`src/design/rfc_pkg.sv`:
```
// shared types, constants and the crc step for the reply frame checker
// no dependencies
`default_nettype none

package rfc_pkg;

   typedef enum logic [1:0] {
      REQ_START = 2'd0,
      REQ_BYTE  = 2'd1,
      REQ_END   = 2'd2,
      REQ_NONE  = 2'd3
   } req_kind_type;

   typedef enum logic [2:0] {
      ST_OK         = 3'd0,
      ST_SHORT      = 3'd1,
      ST_BAD_HEADER = 3'd2,
      ST_INCOMPLETE = 3'd3,
      ST_CRC        = 3'd4,
      ST_BAD_LEN    = 3'd5,
      ST_TOO_LARGE  = 3'd6,
      ST_ROUTE      = 3'd7
   } status_type;

   localparam logic [7:0] CRC_POLY   = 8'h8C;
   localparam logic [7:0] HDR_FIRST  = 8'hAA;
   localparam logic [7:0] HDR_SECOND = 8'h55;

   // byte positions in a frame: AA 55 len board cmd data... crc
   localparam int POS_HDR_FIRST  = 0;
   localparam int POS_HDR_SECOND = 1;
   localparam int POS_LEN        = 2;
   localparam int POS_BOARD      = 3;
   localparam int POS_CMD        = 4;
   localparam int POS_DATA       = 5;
   localparam int MIN_FRAME      = 6;
   localparam int LEN_OVERHEAD   = 2;

   typedef struct packed {
      logic       start;
      logic       take;
      logic       finish;
   } frame_ctl_type;

   typedef struct packed {
      logic [7:0] length_byte;
      logic       header_good;
      logic       crc_good;
      logic [7:0] seen_board;
      logic [7:0] seen_cmd;
      logic [7:0] want_board;
      logic [7:0] want_cmd;
   } frame_sum_type;

   typedef struct packed {
      status_type status;
      logic [7:0] reply_board;
      logic [7:0] reply_cmd;
      logic [7:0] data_len;
   } grade_type;

   // reflected crc-8, one byte
   function automatic logic [7:0] crc_step(input logic [7:0] crc, input logic [7:0] b);
      logic [7:0] c;
      c = crc ^ b;
      for (int k = 0; k < 8; k++) begin
         if (c[0]) begin
            c = (c >> 1) ^ CRC_POLY;
         end else begin
            c = c >> 1;
         end
      end
      return c;
   endfunction

endpackage

`default_nettype wire

```
`src/design/rfc_frame_state.sv`:
```
// frame state: byte counter, header and crc tracking, routing bytes, payload memory
// depends on rfc_pkg
`default_nettype none

module rfc_frame_state
   import rfc_pkg::*;
#(
   parameter int MAX_FRAME = 80,
   parameter int MAX_DATA  = 16,
   parameter int CNT_W     = $clog2(MAX_FRAME + 1),
   parameter int IDX_W     = $clog2(MAX_DATA + 1),
   parameter int ADDR_W    = (MAX_DATA > 1) ? $clog2(MAX_DATA) : 1
) (
   input  wire logic               clock,
   input  wire logic               reset,
   input  wire frame_ctl_type      ctl,
   input  wire logic [7:0]         rx_byte,
   input  wire logic [7:0]         exp_board,
   input  wire logic [7:0]         exp_cmd,
   input  wire logic [IDX_W-1:0]   rd_idx,
   output logic      [7:0]         rd_data,
   output logic      [CNT_W-1:0]   byte_count,
   output frame_sum_type           summary
);

   logic [CNT_W-1:0] count_ff, count_in;
   logic [7:0]       crc_ff, crc_in;
   frame_sum_type    sum_ff, sum_in;
   logic [7:0]       rd_data_ff;
   logic [7:0]       mem [MAX_DATA];

   logic [7:0]       pos8;
   logic [7:0]       len_now;
   logic [8:0]       pos9;
   logic [8:0]       len9;
   logic             in_frame;
   logic             wr_en;
   logic [ADDR_W-1:0] wr_addr;

   always_comb begin
      pos8     = 8'(count_ff);
      pos9     = 9'(count_ff);
      in_frame = 8'(count_ff) < 8'(MAX_FRAME);
      len_now  = (pos8 == 8'(POS_LEN)) ? rx_byte : sum_ff.length_byte;
      len9     = 9'(len_now);
      wr_en    = ctl.take && in_frame && (pos8 >= 8'(POS_DATA))
                 && ((pos8 - 8'(POS_DATA)) < 8'(MAX_DATA));
      wr_addr  = ADDR_W'(pos8 - 8'(POS_DATA));
   end

   always_comb begin
      count_in = count_ff;
      crc_in   = crc_ff;
      sum_in   = sum_ff;
      if (ctl.start || ctl.finish) begin
         count_in           = '0;
         crc_in             = '0;
         sum_in.length_byte = '0;
         sum_in.header_good = 1'b0;
         sum_in.crc_good    = 1'b0;
         sum_in.seen_board  = '0;
         sum_in.seen_cmd    = '0;
         if (ctl.start) begin
            sum_in.want_board = exp_board;
            sum_in.want_cmd   = exp_cmd;
         end
      end else if (ctl.take && in_frame) begin
         if (pos8 == 8'(POS_HDR_FIRST)) begin
            sum_in.header_good = (rx_byte == HDR_FIRST);
         end else if (pos8 == 8'(POS_HDR_SECOND)) begin
            sum_in.header_good = sum_ff.header_good && (rx_byte == HDR_SECOND);
         end else if (pos8 == 8'(POS_LEN)) begin
            sum_in.length_byte = rx_byte;
         end else if (pos8 == 8'(POS_BOARD)) begin
            sum_in.seen_board = rx_byte;
         end else if (pos8 == 8'(POS_CMD)) begin
            sum_in.seen_cmd = rx_byte;
         end
         if (pos8 >= 8'(POS_BOARD) && pos9 == len9 + 9'(POS_BOARD)) begin
            sum_in.crc_good = (crc_ff == rx_byte);
         end else if (pos8 < 8'(POS_BOARD) || pos9 <= len9 + 9'(POS_LEN)) begin
            crc_in = crc_step(crc_ff, rx_byte);
         end
         count_in = count_ff + CNT_W'(1);
      end
   end

   always_ff @(posedge clock) begin
      if (reset) begin
         count_ff <= '0;
         crc_ff   <= '0;
         sum_ff   <= '0;
      end else begin
         count_ff <= count_in;
         crc_ff   <= crc_in;
         sum_ff   <= sum_in;
      end
   end

   // payload memory, read data registered with write-first bypass
   always_ff @(posedge clock) begin
      if (wr_en) begin
         mem[wr_addr] <= rx_byte;
      end
      if (rd_idx < IDX_W'(MAX_DATA)) begin
         if (wr_en && wr_addr == ADDR_W'(rd_idx)) begin
            rd_data_ff <= rx_byte;
         end else begin
            rd_data_ff <= mem[ADDR_W'(rd_idx)];
         end
      end
   end

   assign rd_data    = rd_data_ff;
   assign byte_count = count_ff;
   assign summary    = sum_ff;

endmodule

`default_nettype wire

```
`config.mk`:
```
export PLATFORM = sky130hd
export DESIGN_NAME = rfc_frame_state
export DESIGN_NICKNAME = d
export VERILOG_FILES = /design/src/design/rfc_pkg.sv /design/src/design/rfc_frame_state.sv
export SDC_FILE = /design/constraint.sdc
export NUM_CORES = 1
export LEC_CHECK = 0
export ABC_AREA = 1
export BUFFER_PORTS_ARGS = -buffer_cell sky130_fd_sc_hd__buf_2
export CORE_MARGIN = 1.5
export CORE_UTILIZATION = 35
export DETAILED_ROUTE_END_ITERATION = 10
export GPL_ROUTABILITY_DRIVEN = 0
export MAX_ROUTING_LAYER = met4
export SYNTH_ARGS = -nofsm -noshare
export SYNTH_HDL_FRONTEND = slang
export SYNTH_SLANG_ARGS = --single-unit
```
`constraint.sdc`:
```
create_clock -name clock -period 8.7 [get_ports clock]
set_input_delay 0.435 -clock clock [delete_from_list [all_inputs] [get_ports clock]]
set_output_delay 0.435 -clock clock [all_outputs]
set_load 0.01 [all_outputs]
```
==> metrics.md <==
| Metric | Value |
|---|---|
| Outcome | completed |
| Library cells used by synthesis | 42 |
| Max-cap viol count | 0 |
| Largest net degree at the start of global routing | 67 |
| Synthesized Nets | ~930 |
| # Post-CTS Setup Buffers | 0 |
| Root buf cell | clkbuf_16 |
| Cells after Synth | 880 |
| Crit path launch | byte_count[0] |
| Via/cell ratio | between 5 and 6 |
| Area of the core | about 25,000 um2 |
| Initial antenna violation count | 0 |
| DP HPWL | around 14,000 um |
| Number of diodes | 0 |
| Area contributors post-synth | edfxtp_1, dfxtp_1, o21ai_0 |
| TNS Setup | 0 ns |
| Clock Skew | approximately 0.019 ns |
| CTS max path bufs | 2 |
| CTS tree | yes |
| Initial Utilization | a little over a third |
| Top FF cell, synth | edfxtp_1 |
| Nets@finish | about 1.0k |
| Cell accounting for the most synthesized area | edfxtp_1 |
| Final period utilization | 43.5% |
| Crit path time final | roughly 3.8 ns |
| Max VDD drop | around 0.11 mV |
| CP Depth | 21 |
| FMAX | ~260 MHz |
| Final Hold Viols | 0 |
| Die Y | 162 um |
| I/O pins | between 90 and 100 |
| Via Count | between 6k and 7k |
| # DRC | 0 |
| Final Util | roughly two fifths |
| CP Class | flip-flop to flip-flop |
| CP delay by family, top | simple AND/OR/NAND/NOR gates |
| HP Class | input port to flip-flop |
| Worst setup EP type | flip-flop |
| Most frequent cell after synthesis | edfxtp_1 |
| Layout area overhead | 14.9% |
| Die width | 162 um |
| Post-synth top area share | between 40% and 50% |
| Slowest stage delay, CP | around 0.5 ns |
| Worst-path clk slew | approximately 0.08 ns |
| FF-to-FF path depth | 21 |
| PortBufs | 90 |
| Total leakage power | between 0.003 and 0.004 uW |
| Startpoint types | flip-flop |
| DP Area | between 9000 and 10,000 um2 |
| GRT overflow | 0 |
| Die ar. | 26,400 um2 |
| Clock tree sinks | a little under 200 |
| Relative slew slack | about a fifth |
| Initial DRC Count | between 500 and 600 |
| Pwr/cell area | between 150 and 200 nW/um2 |
| Row Count | 58 |
| Most frequent cells after synthesis | edfxtp_1, nand2_1, o21ai_0 |
| Final Slew Violations | 0 |
| Worst Path Max Fanout | 16 |
| First-pass GRT wire length | about 35,000 um |
| Vias in the first global route | 6,287 |
| Crit path DAT | a little over 4 ns |
| Wire length per cell | 17.0 um |
| Post-synth ARST share | 0% |
| GRT Overall Usage | around 18% |
| Htree depth | 4 |
| Pre-Repair DR Iteration Count | 5 |
| Crit-path most repeated cell | nand2_1 |
| Routed Antenna Nets | 0 |
| Total power draw | ~2000 uW |
| EDFF count, synth | ~140 |
| Ratio of cells with drive above 1 in the final layout | 19.8% |
| Hold Path Cell Cnt | 3 |
| Ys Warns | 0 |
| Final Instance Area | around 10,000 um2 |
| Sequential cell area fraction in the yosys report | 58.7% |
| Routed wire length | between 20,000 and 25,000 um |
| Post-CTS Resized | 0 |
| Worst path required time | around 9.0 ns |
| Buf+Inv Stages, Crit Path | 3 |
| Syn_area_per_cell | 10.1 um2 |
| Hold Crit Start | exp_board[4] |
| Worst Tran Pin Value | around 1.2 ns |
| Worst skew pair latency | approximately 0.44 ns |
| Critical path's slowest cell | a21oi_4 |
| Synth Cell Area | approximately 9000 um2 |
| Final setup fails | 0 |
| Worst path cell trace | inv_1 -> ha_1 -> inv_1 -> nor2_8 -> nand2_8 -> nand2_1 -> nand2_2 -> ha_1 -> inv_1 -> xor2_1 -> ha_1 -> nand4_1 -> o221ai_1 -> nand2_1 -> nand2_1 -> nand3_1 -> nor2_1 -> a21oi_4 -> nand3_1 -> nand2_1 -> nor2_1 |
| FF+latch count, synth | around 190 |
| Hold_buf cts | 0 |
| RR Startpoint | byte_count[0] |
| RSZ-0062 raised after global routing | false |
| TritonCTS Buffers | 17 |
## worst paths after layout
| path | to | slack [ns] |
|---|---|---|
| setup / recovery | crc_ff[2] | 4.91 |
| hold / removal | summary[12] | 0.24 |
| setup reg to reg | crc_ff[2] | 4.91 |
| hold reg to reg | summary[10] | 0.46 |
## through the flow
step	cells	setup WS, ns	hold WS (ns)
6_report	1294	4.91	0.240
5_1_grt	1294	4.55	0.224
4_1_cts	1294	4.97	0.217
3_5_place_dp	1262	4.61	0.451
3_3_place_gp	1262	4.66	0.445
2_1_floorplan	880	5.40	0.478
## registers in the layout, summed over array words and instances (netlist names)
| name | cells |
|---|---|
| mem | 128 |
| summary | 42 |
| crc_ff | 8 |
| rd_data | 8 |
| byte_count | 7 |
## logic make-up after synthesis
logic type / after synthesis / share of synthesized area (%)
AOI/OAI and AO/OA: 228 / 14.9
DFF: 193 / 58.7
and+or+nand+nor: 313 / 16.6
adders and majority gates: 15 / 2.11
buffers and inverters: 102 / 4.80
xor gates and xnor gates: 29 / 2.85
## layout make-up
type	instances	area (um2)
Clock inverter	12	124
Tap cell	330	413
Fill cell	2468	14800
Inverter	60	228
Clock buffer	20	500
Multi-Input combinational cell	585	3250
Timing Repair Buffer	94	480
Sequential cell	193	5230
## metal layers
metal,track usage [%],vias to the layer above,wire (um)
met3,2.67,17,1200
li1,-,3232,-
met5,-,-,0
met1,24.7,3118,10700
met2,26.7,191,9830
met4,4.05,0,208
## worst reg2reg max path, cell delays in order, from the launching register on
cell and delay (ns):
dfxtp_1 0.41, inv_1 0.24, ha_1 0.21, inv_1 0.10, nor2_8 0.25, nand2_8 0.13
nand2_1 0.11, nand2_2 0.10, ha_1 0.25, inv_1 0.16, xor2_1 0.16, ha_1 0.26
nand4_1 0.12, o221ai_1 0.13, nand2_1 0.08, nand2_1 0.05, nand3_1 0.09, nor2_1 0.07
a21oi_4 0.50, nand3_1 0.16, nand2_1 0.09, nor2_1 0.04
## report_power, final
| part | switching (uW) | internal (uW) | total, uW | leakage (uW) |
|---|---|---|---|---|
| sequential | 4.99 | 990 | 995 | 0.00169 |
| combinational | 104 | 51.4 | 155 | 0.00182 |
| clock | 379 | 435 | 814 | 0.000306 |
## cells in the final DEF, fill, tap and decap left out, types with 3 or more instances in the layout
master,synthesis,final
a21oi_1,56,56
a21oi_2,9,9
buf_2,3,90
buf_4,1,4
clkbuf_16,0,20
dfxtp_1,57,57
edfxtp_1,136,136
ha_1,15,15
inv_1,53,52
inv_2,6,6
inv_6,0,3
inv_8,0,5
nand2_1,116,116
nand2_2,14,14
nand2_4,5,5
nand3_1,38,38
nand3_2,6,6
nand4_1,9,9
nor2_1,104,104
nor2_2,4,4
nor2_4,5,5
nor3_1,4,3
o211ai_1,5,5
o21ai_0,115,115
o221a_2,4,4
o221ai_1,19,19
o22ai_1,13,13
xnor2_1,12,12
xor2_1,17,17
Power figures use the tool's default switching activity.
